$ cat src/rtl/arpc_pkg.sv
package arpc_pkg;

	localparam int CFG_IDX_W  = 1;
	localparam int CFG_DATA_W = 48;

	localparam logic [CFG_IDX_W-1:0] REG_OWN_IP  = 1'b0;
	localparam logic [CFG_IDX_W-1:0] REG_OWN_MAC = 1'b1;

	localparam logic [15:0] OP_REQUEST  = 16'd1;
	localparam logic [15:0] OP_REPLY    = 16'd2;
	localparam logic [7:0]  HW_LEN_ETH  = 8'd6;
	localparam logic [7:0]  PROTO_LEN_IP = 8'd4;

	typedef enum logic [2:0] {
		ST_ANSWERED = 3'd0,
		ST_IGNORED  = 3'd1,
		ST_LEARNED  = 3'd2,
		ST_UNKNOWN  = 3'd3,
		ST_LOOKUP   = 3'd4
	} status_t;

	typedef struct packed {
		logic capture;
		logic step;
		logic write;
		logic load;
	} ctrl_cmd_t;

	typedef struct packed {
		logic need_search;
		logic hit;
		logic search_end;
	} dp_sts_t;

endpackage

$ cat src/rtl/arpc_ctrl.sv
module arpc_ctrl import arpc_pkg::*; (
	input  logic      clk,
	input  logic      arst_n,
	input  logic      in_valid,
	output logic      in_stall,
	output logic      out_valid,
	input  logic      out_stall,
	input  dp_sts_t   sts,
	output ctrl_cmd_t cmd
);

	typedef enum logic [3:0] {
		S_IDLE   = 4'b0001,
		S_SEARCH = 4'b0010,
		S_UPDATE = 4'b0100,
		S_DONE   = 4'b1000
	} state_t;

	state_t state_q, state_nxt;
	logic   out_vld_q;
	logic   accept;

	assign in_stall  = (state_q != S_IDLE);
	assign accept    = in_valid && !in_stall;
	assign out_valid = out_vld_q;

	always_comb begin
		cmd.capture = accept;
		cmd.step    = (state_q == S_SEARCH) && sts.need_search;
		cmd.write   = (state_q == S_UPDATE);
		cmd.load    = (state_q == S_DONE) && (!out_vld_q || !out_stall);
	end

	always_comb begin
		state_nxt = state_q;
		unique case (state_q)
			S_IDLE: begin
				if (accept) state_nxt = S_SEARCH;
			end
			S_SEARCH: begin
				if (!sts.need_search) state_nxt = S_DONE;
				else if (sts.hit || sts.search_end) state_nxt = S_UPDATE;
			end
			S_UPDATE: begin
				state_nxt = S_DONE;
			end
			S_DONE: begin
				if (cmd.load) state_nxt = S_IDLE;
			end
			default: begin
				state_nxt = S_IDLE;
			end
		endcase
	end

	always_ff @(posedge clk or negedge arst_n) begin
		if (!arst_n) begin
			state_q   <= S_IDLE;
			out_vld_q <= 1'b0;
		end else begin
			state_q <= state_nxt;
			if (cmd.load) out_vld_q <= 1'b1;
			else if (!out_stall) out_vld_q <= 1'b0;
		end
	end

endmodule

$ cat src/rtl/arpc_dp.sv
module arpc_dp import arpc_pkg::*; #(
	parameter int CACHE_ENTRIES = 8
) (
	input  logic                  clk,
	input  logic                  arst_n,
	input  ctrl_cmd_t             cmd,
	output dp_sts_t               sts,
	input  logic                  cfg_we,
	input  logic [CFG_IDX_W-1:0]  cfg_idx,
	input  logic [CFG_DATA_W-1:0] cfg_data,
	input  logic                  req_type,
	input  logic [15:0]           hw_type,
	input  logic [15:0]           proto_type,
	input  logic [7:0]            hw_len,
	input  logic [7:0]            proto_len,
	input  logic [15:0]           operation,
	input  logic [47:0]           sender_mac,
	input  logic [31:0]           sender_ip,
	input  logic [31:0]           target_ip,
	output logic [2:0]            status,
	output logic                  send_reply,
	output logic [15:0]           reply_hw_type,
	output logic [15:0]           reply_proto_type,
	output logic [47:0]           reply_dest_mac,
	output logic [31:0]           reply_dest_ip,
	output logic                  lookup_hit,
	output logic [47:0]           lookup_mac
);

	localparam int IDXW = $clog2(CACHE_ENTRIES);
	localparam int CNTW = $clog2(CACHE_ENTRIES + 1);
	localparam logic [CNTW-1:0] FULL     = CNTW'(CACHE_ENTRIES);
	localparam logic [IDXW-1:0] LAST_IDX = IDXW'(CACHE_ENTRIES - 1);

	logic [31:0] own_ip_q;

	// captured transaction
	logic        req_type_q;
	logic [15:0] hw_type_q, proto_type_q, operation_q;
	logic [7:0]  hw_len_q, proto_len_q;
	logic [47:0] sender_mac_q;
	logic [31:0] sender_ip_q, target_ip_q;

	logic [31:0] mem_ip  [CACHE_ENTRIES];
	logic [47:0] mem_mac [CACHE_ENTRIES];

	logic [CNTW-1:0] count_q, cnt_q;
	logic [IDXW-1:0] head_q, slot_q, rd_addr_s1, wr_addr;
	logic            rd_vld_s1, found_q;
	logic [31:0]     rd_ip_s1;
	logic [47:0]     rd_mac_s1, found_mac_q;

	logic    req_ok, is_lookup, is_learn, issue, hit_now, wr_en, not_full;
	logic [31:0] key;
	status_t code;

	status_t     status_q;
	logic        send_reply_q, lookup_hit_q;
	logic [15:0] reply_hw_type_q, reply_proto_type_q;
	logic [47:0] reply_dest_mac_q, lookup_mac_q;
	logic [31:0] reply_dest_ip_q;

	always_ff @(posedge clk or negedge arst_n) begin
		if (!arst_n) begin
			own_ip_q <= '0;
		end else if (cfg_we && cfg_idx == REG_OWN_IP) begin
			own_ip_q <= cfg_data[31:0];
		end
	end

	always_ff @(posedge clk) begin
		if (cmd.capture) begin
			req_type_q   <= req_type;
			hw_type_q    <= hw_type;
			proto_type_q <= proto_type;
			hw_len_q     <= hw_len;
			proto_len_q  <= proto_len;
			operation_q  <= operation;
			sender_mac_q <= sender_mac;
			sender_ip_q  <= sender_ip;
			target_ip_q  <= target_ip;
		end
	end

	always_comb begin
		req_ok = (operation_q == OP_REQUEST) && (hw_len_q == HW_LEN_ETH) &&
			(proto_len_q == PROTO_LEN_IP) && (target_ip_q == own_ip_q);
		is_lookup = req_type_q;
		is_learn  = !req_type_q && ((operation_q == OP_REPLY) || req_ok);
		if (is_lookup) code = ST_LOOKUP;
		else if (operation_q == OP_REQUEST) code = req_ok ? ST_ANSWERED : ST_IGNORED;
		else if (operation_q == OP_REPLY) code = ST_LEARNED;
		else code = ST_UNKNOWN;
		key = is_lookup ? target_ip_q : sender_ip_q;
	end

	// search: one read issued per cycle, compared the cycle after
	assign issue   = cmd.step && (cnt_q < count_q);
	assign hit_now = rd_vld_s1 && (rd_ip_s1 == key);

	always_comb begin
		sts.need_search = is_lookup || is_learn;
		sts.hit         = hit_now;
		sts.search_end  = (cnt_q == count_q) && !rd_vld_s1;
	end

	always_ff @(posedge clk) begin
		if (issue) begin
			rd_ip_s1   <= mem_ip[cnt_q[IDXW-1:0]];
			rd_mac_s1  <= mem_mac[cnt_q[IDXW-1:0]];
			rd_addr_s1 <= cnt_q[IDXW-1:0];
		end
		if (hit_now) begin
			slot_q      <= rd_addr_s1;
			found_mac_q <= rd_mac_s1;
		end
	end

	// head stays at zero until the cache first fills; then it marks the oldest entry
	assign not_full = (count_q < FULL);
	assign wr_en    = cmd.write && is_learn;
	assign wr_addr  = found_q ? slot_q : (not_full ? count_q[IDXW-1:0] : head_q);

	always_ff @(posedge clk) begin
		if (wr_en) begin
			mem_ip[wr_addr]  <= sender_ip_q;
			mem_mac[wr_addr] <= sender_mac_q;
		end
	end

	always_ff @(posedge clk or negedge arst_n) begin
		if (!arst_n) begin
			count_q   <= '0;
			head_q    <= '0;
			cnt_q     <= '0;
			rd_vld_s1 <= 1'b0;
			found_q   <= 1'b0;
		end else begin
			rd_vld_s1 <= issue;
			if (cmd.capture) begin
				cnt_q   <= '0;
				found_q <= 1'b0;
			end else begin
				if (issue) cnt_q <= cnt_q + CNTW'(1);
				if (hit_now) found_q <= 1'b1;
			end
			if (wr_en && !found_q) begin
				if (not_full) count_q <= count_q + CNTW'(1);
				else head_q <= (head_q == LAST_IDX) ? '0 : head_q + IDXW'(1);
			end
		end
	end

	always_ff @(posedge clk) begin
		if (cmd.load) begin
			status_q           <= code;
			send_reply_q       <= (code == ST_ANSWERED);
			reply_hw_type_q    <= (code == ST_ANSWERED) ? hw_type_q : '0;
			reply_proto_type_q <= (code == ST_ANSWERED) ? proto_type_q : '0;
			reply_dest_mac_q   <= (code == ST_ANSWERED) ? sender_mac_q : '0;
			reply_dest_ip_q    <= (code == ST_ANSWERED) ? sender_ip_q : '0;
			lookup_hit_q       <= is_lookup && found_q;
			lookup_mac_q       <= (is_lookup && found_q) ? found_mac_q : '0;
		end
	end

	assign status           = status_q;
	assign send_reply       = send_reply_q;
	assign reply_hw_type    = reply_hw_type_q;
	assign reply_proto_type = reply_proto_type_q;
	assign reply_dest_mac   = reply_dest_mac_q;
	assign reply_dest_ip    = reply_dest_ip_q;
	assign lookup_hit       = lookup_hit_q;
	assign lookup_mac       = lookup_mac_q;

endmodule

$ cat src/rtl/arp_responder_cache.sv
// ARP responder with address cache, one transaction at a time.
// Lookups and learns run a serial cache search, one entry per cycle through the registered
// memory read; ignored or unknown packets skip the search. The next accept can come in the
// cycle after the result is loaded.
// Reset (arst_n low, asynchronous) empties the cache and clears own_ip; no clearing pass.
module arp_responder_cache import arpc_pkg::*; #(
	parameter int CACHE_ENTRIES = 8
) (
	input  logic                  clk,
	input  logic                  arst_n,
	input  logic                  cfg_we,
	input  logic [CFG_IDX_W-1:0]  cfg_idx,
	input  logic [CFG_DATA_W-1:0] cfg_data,
	input  logic                  in_valid,
	output logic                  in_stall,
	input  logic                  req_type,
	input  logic [15:0]           hw_type,
	input  logic [15:0]           proto_type,
	input  logic [7:0]            hw_len,
	input  logic [7:0]            proto_len,
	input  logic [15:0]           operation,
	input  logic [47:0]           sender_mac,
	input  logic [31:0]           sender_ip,
	input  logic [31:0]           target_ip,
	output logic                  out_valid,
	input  logic                  out_stall,
	output logic [2:0]            status,
	output logic                  send_reply,
	output logic [15:0]           reply_hw_type,
	output logic [15:0]           reply_proto_type,
	output logic [47:0]           reply_dest_mac,
	output logic [31:0]           reply_dest_ip,
	output logic                  lookup_hit,
	output logic [47:0]           lookup_mac
);

	ctrl_cmd_t cmd;
	dp_sts_t   sts;

	arpc_ctrl u_ctrl (
		.clk       (clk),
		.arst_n    (arst_n),
		.in_valid  (in_valid),
		.in_stall  (in_stall),
		.out_valid (out_valid),
		.out_stall (out_stall),
		.sts       (sts),
		.cmd       (cmd)
	);

	arpc_dp #(
		.CACHE_ENTRIES (CACHE_ENTRIES)
	) u_dp (
		.clk              (clk),
		.arst_n           (arst_n),
		.cmd              (cmd),
		.sts              (sts),
		.cfg_we           (cfg_we),
		.cfg_idx          (cfg_idx),
		.cfg_data         (cfg_data),
		.req_type         (req_type),
		.hw_type          (hw_type),
		.proto_type       (proto_type),
		.hw_len           (hw_len),
		.proto_len        (proto_len),
		.operation        (operation),
		.sender_mac       (sender_mac),
		.sender_ip        (sender_ip),
		.target_ip        (target_ip),
		.status           (status),
		.send_reply       (send_reply),
		.reply_hw_type    (reply_hw_type),
		.reply_proto_type (reply_proto_type),
		.reply_dest_mac   (reply_dest_mac),
		.reply_dest_ip    (reply_dest_ip),
		.lookup_hit       (lookup_hit),
		.lookup_mac       (lookup_mac)
	);

endmodule

$ cat config.mk
export PLATFORM = sky130hd
export DESIGN_NAME = arp_responder_cache
export DESIGN_NICKNAME = d
export VERILOG_FILES = /design/src/rtl/arpc_pkg.sv /design/src/rtl/arpc_ctrl.sv /design/src/rtl/arpc_dp.sv /design/src/rtl/arp_responder_cache.sv
export SDC_FILE = /design/constraint.sdc
export NUM_CORES = 1
export LEC_CHECK = 0
export BUFFER_PORTS_ARGS = -buffer_cell sky130_fd_sc_hd__clkbuf_2
export CAP_MARGIN = 5
export CORE_UTILIZATION = 35
export CTS_CLUSTER_SIZE = 28
export DETAILED_ROUTE_END_ITERATION = 6
export SETUP_SLACK_MARGIN = 0.5
export SLEW_MARGIN = 0
export SYNTH_ARGS = -nofsm -noshare
export SYNTH_HDL_FRONTEND = slang
export SYNTH_SLANG_ARGS = --single-unit
$ cat constraint.sdc
create_clock -name clk -period 9.85 [get_ports clk]
set_input_delay 0 -clock clk [delete_from_list [all_inputs] [get_ports clk]]
set_output_delay 0 -clock clk [all_outputs]
set_load 0.02 [all_outputs]
== Yosys cells after proc, flatten, opt, wreduce, memory -nomap -nowiden ==
Memories as Yosys holds them, arrays and structs flattened. A register that Yosys moved wholly into a read port is not among the register bits.
Cells that the tools add are included.

* Input port bits: 231
* Output and inout port bits: 167
* Memory bits (writable): 640
* Bits in registers: 446
* Memories: 2

{| class="wikitable"
|+ Memory list
! memory !! words !! bits a word !! read ports !! clocked after Yosys merged registers in !! wr ports !! line !! source
|-
| u_dp.mem_mac || 8 || 48 || 1 || 1 || 1 || arpc_dp.sv:45 || <nowiki>logic [47:0] mem_mac [CACHE_ENTRIES];</nowiki>
|-
| u_dp.mem_ip || 8 || 32 || 1 || 1 || 1 || arpc_dp.sv:44 || <nowiki>logic [31:0] mem_ip [CACHE_ENTRIES];</nowiki>
|}

* Magnitude comparators: 2
* Eq/ne operators: 17
* Add/sub/neg operators: 3
* Multiplexer cells: 21
* Bitwise operators: 2
* Reduce and logical (&&, ||, !) cells: 30

{| class="wikitable"
|+ Operators by type and width
! operator !! count
|-
| == test 32 bit || 2
|-
| 2-to-1 mux 32 bit || 1
|-
| 2-to-1 mux 4 bit || 6
|-
| == test 16 x 1 -> 1 bit, second input constant || 1
|-
| == test 16 x 2 -> 1 bit, second input constant || 1
|-
| == test 8 x 3 -> 1 bit, second input constant || 2
|-
| case mux 4 bit (4 select lines) || 1
|-
| 2-to-1 mux 3 bit || 5
|-
| logical AND 1 bit || 14
|-
| adder 4 x 1 -> 4 bit, second input constant || 2
|-
| 2-to-1 mux 1 bit || 8
|-
| logical NOT 1 bit || 6
|-
| == test 4 x 1 -> 1 bit, second input constant || 1
|-
| == test 4 x 2 -> 1 bit, second input constant || 1
|-
| == test 4 x 3 -> 1 bit, second input constant || 1
|-
| == test 4 bit || 1
|-
| == test 4 bit, second input constant || 1
|-
| logical OR 1 bit || 4
|-
| < comparator 4 bit || 1
|-
| < comparator 4 bit, second input constant || 1
|-
| inequality test 2 x 1 -> 1 bit, second input constant || 2
|-
| inequality test 4 x 1 -> 1 bit, second input constant || 1
|-
| AND reduction 2 bit || 2
|-
| nonzero test 2 bit || 2
|-
| other kinds (7) || 8
|}

== Logic depth before layout (Yosys ltp) ==
* Depth in word-level cells: 11
* Gate-level depth with buffers: 11
* Depth with buffers taken out: 8

== Cells and area by module ==
Synthesis repeated with hierarchy kept, for this count alone.

* Cells, all modules: 1916
* Area total of the unflattened synthesis: 42823.6 um2

{| class="wikitable"
|+ Modules (own cells, without submodules)
! module !! cells an instance !! instances !! seq. area each (um2) !! area each (um2)
|-
| arpc_dp || 1887 || 1 || 34638.2 || 42545.8
|-
| arpc_ctrl || 29 || 1 || 126.4 || 277.8
|}

== Least setup slack after synthesis ==
OpenSTA, ideal clock, no wires.

* Path kind: reg-to-reg
* Start: register u_ctrl.state_q[1]
* End: register u_dp.lookup_hit_q (netlist: u_dp.lookup_hit), enable pin
* Arrival time: 9031 ps
* Slack: 75 ps
* Required time: 9106 ps
* Library setup time: 744 ps
* Stages on the path, launching flop included: 3
* Buffers on the path: 0
* Period minus slack after synthesis: 9775 ps
* Cell sequence: dfrtp_1 or4b_2 a21oi_1

{| class="wikitable"
|+ RTL lines
! item !! line !! source
|-
| start: declaration || arpc_ctrl.sv:19 || <nowiki>state_t state_q, state_nxt;</nowiki>
|-
| start signal: assignment || arpc_ctrl.sv:61 || <nowiki>state_q <= state_nxt;</nowiki>
|-
| end signal: assignment || arpc_dp.sv:162 || <nowiki>lookup_hit_q <= is_lookup && found_q;</nowiki>
|-
| end: declaration || arpc_dp.sv:58 || <nowiki>logic send_reply_q, lookup_hit_q;</nowiki>
|}

== Final worst setup path ==
* Start: register u_dp.hw_len_q[6]
* End: memory u_dp.mem_mac[0][16], enable pin

* Word-level cells in the longest chain between the ends: 9

{| class="wikitable"
|+ RTL lines
! item !! line !! source
|-
| start: declaration || arpc_dp.sv:40 || <nowiki>logic [7:0] hw_len_q, proto_len_q;</nowiki>
|-
| start signal: assignment || arpc_dp.sv:76 || <nowiki>hw_len_q <= hw_len;</nowiki>
|-
| == test 8 x 3 -> 1 bit || arpc_dp.sv:86 || <nowiki>req_ok = (operation_q == OP_REQUEST) && (hw_len_q == HW_LEN_ETH) &&</nowiki>
|-
| logical AND 1 bit (2 in series) || arpc_dp.sv:86 ||
|-
| logical AND 1 bit || arpc_dp.sv:87 || <nowiki>(proto_len_q == PROTO_LEN_IP) && (target_ip_q == own_ip_q);</nowiki>
|-
| logical OR 1 bit || arpc_dp.sv:89 || <nowiki>is_learn = !req_type_q && ((operation_q == OP_REPLY) || req_ok);</nowiki>
|-
| logical AND 1 bit || arpc_dp.sv:89 ||
|-
| logical AND 1 bit || arpc_dp.sv:121 || <nowiki>assign wr_en = cmd.write && is_learn;</nowiki>
|-
| 2-to-1 mux 1 bit || arpc_dp.sv:125 || <nowiki>if (wr_en) begin</nowiki>
|-
| 2-to-1 mux 1 bit (implied by the code) || arpc_dp.sv:127 || <nowiki>mem_mac[wr_addr] <= sender_mac_q;</nowiki>
|-
| end: declaration || arpc_dp.sv:45 ||
|}

No other way between the ends.

==> impl_metrics.sql <==
INSERT INTO impl_metrics (metric_group, metric, value, unit) VALUES
('run_status', 'run_status', 'finished, final reports clean', ''),
('layout', 'final_nets', '3012', ''),
('synthesis', 'seq_cells_post_synth', '1166', ''),
('clocking', 'cts.sinks', '1166', ''),
('synthesis', 'ys_seq_area_share', '81.2', '%'),
('synthesis', 'synthDominantAreaCellType', 'sky130_fd_sc_hd__edfxtp_1', ''),
('worst_setup_path', 'timing.critical_path.buf_inv', '2', ''),
('floorplanning', 'die-height', '352', 'µm'),
('power', 'p_per_area', '208', 'nW/µm²'),
('grt', 'grt_max_degree', '100', ''),
('sta', 'timing.final.setup_violations', '0', ''),
('detailed_routing', 'routedWlPerCell', '23.4', 'µm'),
('sta', 'period_minus_slack', '5040', 'ps'),
('grt', 'antenna_violations_before_repair', '6', ''),
('grt', 'track_usage', '16.9', '%'),
('sta', 'min_period_over_period', '51.2', '%'),
('worst_setup_path', 'crit_path_top_delay_cell', 'sky130_fd_sc_hd__nor2_4', ''),
('worst_setup_path', 'worst-endpoint-required', '10170', 'ps'),
('grt', 'grt_remaining_overflow', '0', ''),
('clocking', 'clkSlewWorstSetupHoldPaths', '60', 'ps'),
('worst_setup_path', 'critical_path.max_stage_delay', '730', 'ps'),
('synthesis', 'ys_top_cells_by_area', 'sky130_fd_sc_hd__edfxtp_1 (78%), sky130_fd_sc_hd__mux4_2 (8.4%), sky130_fd_sc_hd__mux2_2 (2.9%)', ''),
('sta', 'timing.setup.tns', '0', 'ps'),
('sta', 'measured_slew_at_the_worst_slew_check_pin', '1220', 'ps'),
('layout', 'drive_gt1_share', '31.4', '%'),
('flow_run', 'maxCapViolCount', '0', ''),
('power', 'design_internal_power', '8860', 'µW'),
('detailed_routing', 'totalWireLength', '105', 'mm'),
('floorplanning', 'full_die_area', '124000', 'µm²'),
('synthesis', 'synthDominantCellAreaShare', '78.2', '%'),
('detailed_routing', 'drtIter0Drc', '1732', ''),
('power', 'leakage', '0.0190', 'µW'),
('layout', 'syn_to_final_growth', '28.2', '%'),
('worst_setup_path', 'critical_path_class', 'reg2reg', ''),
('placed_design', 'place_congestion', '0.751', ''),
('worst_setup_path', 'critPathCaptureType', 'flop', ''),
('synthesis', 'synth.cell_area', '42800', 'µm²'),
('power', 'power.net_switching', '2570', 'µW'),
('detailed_routing', 'route.vias.total', '21774', ''),
('sta', 'report.final.hold_viol_count', '0', ''),
('synthesis', 'synth_flop_cell', 'sky130_fd_sc_hd__edfxtp_1', ''),
('clocking', 'postCtsResizedCells', '0', ''),
('synthesis', 'synth.yosys.warnings', '0', ''),
('clocking', 'holdBufCountCts', '401', ''),
('worst_setup_path', 'critical_path.max_fanout', '33', ''),
('floorplanning', 'initial_utilization', '35.5', '%'),
('floorplanning', 'design.core.area', '121000', 'µm²'),
('layout', 'finalCoreUtilization', '45.5', '%'),
('power', 'power.share.clock', '40.5', '%'),
('hold_path', 'hold_path_class', 'in2reg', ''),
('detailed_routing', 'route.detailed.drc', '0', ''),
('synthesis', 'synthesis.area_per_instance', '22.3', 'µm²'),
('sta', 'slew_headroom', '18.7', '%'),
('synthesis', 'syn_inst', '1921', ''),
('placed_design', 'port-buffer-count', '381', ''),
('clocking', 'clockBufferDepth', '3', ''),
('sta', 'grt_setup_unrepaired', 'false', ''),
('grt', 'grt_first_pass_wirelength', '151', 'mm'),
('detailed_routing', 'pre_repair_dr_iteration_count', '5', ''),
('detailed_routing', 'post_drt_via_cell_ratio', '4.85', ''),
('worst_setup_path', 'timing.critical_path.max_delay_family', 'simple AND/OR/NAND/NOR gates', ''),
('synthesis', 'ys_async_sr_fraction', '4.29', '%'),
('synthesis', 'synth-edff-count', '1116', ''),
('detailed_routing', 'ant_nets', '0', ''),
('synthesis', 'syn-num-nets', '2160', ''),
('sta', 'max_freq', '0.198', 'GHz'),
('clocking', 'cts_inserted_buffers', '120', ''),
('floorplanning', 'fp.dieW', '352', 'µm'),
('clocking', 'postCtsSetupBuffers', '0', ''),
('clocking', 'tritoncts', 'yes', ''),
('clocking', 'clk-insertion-delay-late', '730', 'ps');
[power groups by stage]
stage,combinational (µW),clock [µW],sequential [µW]
2_1_floorplan,279,0,6180
3_3_place_gp,529,0,6190
3_5_place_dp,537,0,6220
4_1_cts,685,4720,6120
5_1_grt,729,4910,6160
6_report,677,4630,6130
[registers in the layout, indices dropped and copies added, names as in the netlist, 32 cells and up]
name and flops:
u_dp.mem_mac 384, u_dp.mem_ip 256, u_dp.found_mac_q 48, u_dp.lookup_mac 48, u_dp.rd_mac_s1 48, u_dp.reply_dest_mac 48, u_dp.sender_mac_q 48, u_dp.own_ip_q 32
u_dp.rd_ip_s1 32, u_dp.reply_dest_ip 32, u_dp.sender_ip_q 32, u_dp.target_ip_q 32
[placed cells by master (no fill, tap or decap), types with 4 or more instances in the layout]
master / instances
sky130_fd_sc_hd__clkbuf_16: 120
sky130_fd_sc_hd__ha_1: 8
sky130_fd_sc_hd__dfrtp_1: 45
sky130_fd_sc_hd__dlygate4sd3_1: 401
sky130_fd_sc_hd__clkbuf_2: 381
sky130_fd_sc_hd__clkinvlp_4: 6
sky130_fd_sc_hd__edfxtp_1: 1116
sky130_fd_sc_hd__and3_1: 160
sky130_fd_sc_hd__clkbuf_1: 27
sky130_fd_sc_hd__inv_1: 6
sky130_fd_sc_hd__nor2_1: 11
sky130_fd_sc_hd__clkinv_2: 19
sky130_fd_sc_hd__mux4_2: 160
sky130_fd_sc_hd__a21oi_1: 5
sky130_fd_sc_hd__nand3_1: 6
sky130_fd_sc_hd__clkinv_1: 23
sky130_fd_sc_hd__bufinv_16: 17
sky130_fd_sc_hd__o21ai_0: 4
sky130_fd_sc_hd__mux2i_1: 37
sky130_fd_sc_hd__buf_4: 39
sky130_fd_sc_hd__xnor2_1: 65
sky130_fd_sc_hd__nand2_1: 11
sky130_fd_sc_hd__nor4_1: 10
sky130_fd_sc_hd__nor2_4: 10
sky130_fd_sc_hd__nand4_1: 11
sky130_fd_sc_hd__mux2_2: 112
[worst reg2reg max path, cell delays in order (launching register included)]
cell	delay [ps]
sky130_fd_sc_hd__edfxtp_1	380
sky130_fd_sc_hd__nor4_1	600
sky130_fd_sc_hd__nand4_1	370
sky130_fd_sc_hd__nor4_4	330
sky130_fd_sc_hd__a31oi_1	200
sky130_fd_sc_hd__nor2_4	220
sky130_fd_sc_hd__o2111ai_1	470
sky130_fd_sc_hd__nor2_4	730
sky130_fd_sc_hd__buf_4	660
sky130_fd_sc_hd__buf_4	690
[path summary, 6_finish.rpt]
check                                              from                        endpoint  slack [ps]  cells past startpoint
max                          u_dp.hw_len_q[6]$_DFFE_PP_   u_dp.mem_mac[0][16]$_DFFE_PP_        4810                      9
min                                       sender_ip[23]  u_dp.sender_ip_q[23]$_DFFE_PP_          50                      2
max reg2reg                  u_dp.hw_len_q[6]$_DFFE_PP_   u_dp.mem_mac[0][16]$_DFFE_PP_        4810                      9
min reg2reg                u_dp.rd_mac_s1[15]$_DFFE_PP_  u_dp.found_mac_q[15]$_DFFE_PP_         370                      0
max in group asynchronous                        arst_n       u_dp.cnt_q[0]$_DFFE_PN0P_        8730                      4
min in group asynchronous                        arst_n   u_dp.own_ip_q[21]$_DFFE_PN0P_         550                      4
[synthesized netlist by cell type (4+ instances only)]
cell type                  number
sky130_fd_sc_hd__ha_1           8
sky130_fd_sc_hd__nor2_1        20
sky130_fd_sc_hd__nand2_1       11
sky130_fd_sc_hd__nor2b_1        4
sky130_fd_sc_hd__nand3_1        6
sky130_fd_sc_hd__nor3_1         4
sky130_fd_sc_hd__mux2_2       112
sky130_fd_sc_hd__nor4_1        10
sky130_fd_sc_hd__buf_1         14
sky130_fd_sc_hd__dfrtp_1       49
sky130_fd_sc_hd__mux4_2       160
sky130_fd_sc_hd__nand4_1       11
sky130_fd_sc_hd__buf_2         19
sky130_fd_sc_hd__mux2i_1       37
sky130_fd_sc_hd__xnor2_1       65
sky130_fd_sc_hd__inv_1          6
sky130_fd_sc_hd__edfxtp_1    1116
sky130_fd_sc_hd__a21oi_1        6
sky130_fd_sc_hd__clkbuf_1      58
sky130_fd_sc_hd__and3_1       161
sky130_fd_sc_hd__o21ai_0        4
[metrics by stage]
stage	power (µW)	std cells	hold WS [ps]	setup slack, ps	cell area (µm²)
after floorplan	6450	1921	-296	3430	42800
after global placement	6720	3862	177	4740	46800
after detailed placement	6760	3862	179	4720	46800
after CTS	11500	4489	4.57	4640	54900
after global routing	11800	4490	23.6	4530	54900
final	11400	4492	46.5	4810	54900
[cell type report]
| cell class | instances | area (µm²) | area share (%) |
|---|---|---|---|
| clock buffers | 150 | 3150 | 5.73 |
| repair buffers | 821 | 6210 | 11.3 |
| diodes | 3 | 7.51 | 0.0137 |
| multi-input cells | 658 | 7790 | 14.2 |
| flip-flops and latches | 1166 | 34800 | 63.3 |
| well taps | 1612 | 2020 | 3.67 |
| clock inverters | 76 | 931 | 1.70 |
| inverters | 6 | 22.5 | 0.0410 |
[routing by layer]
metal  up-vias  global-route usage [%]  routed length [µm]
met5         -                       0                   0
met4         0                    5.45                2900
met3       171                    2.87                5350
met2       636                    29.1               53400
met1     11396                    21.6               43500
li1       9571                       -                   -
[cell families (layout without fill, tap and decap cells)]
family | Yosys count | after routing | share of synthesized area [%]
DFF | 1166 | 1166 | 81.2
buffers and inverters | 97 | 1053 | 0.906
xor gates and xnor gates | 67 | 67 | 1.37
AOI/OAI and AO/OA | 21 | 21 | 0.336
muxes | 312 | 312 | 12.3
other | 0 | 3 | 0
adders and majority gates | 8 | 8 | 0.234
and+or+nand+nor | 250 | 250 | 3.66
No activity file was read; power rests on OpenSTA's default activity.
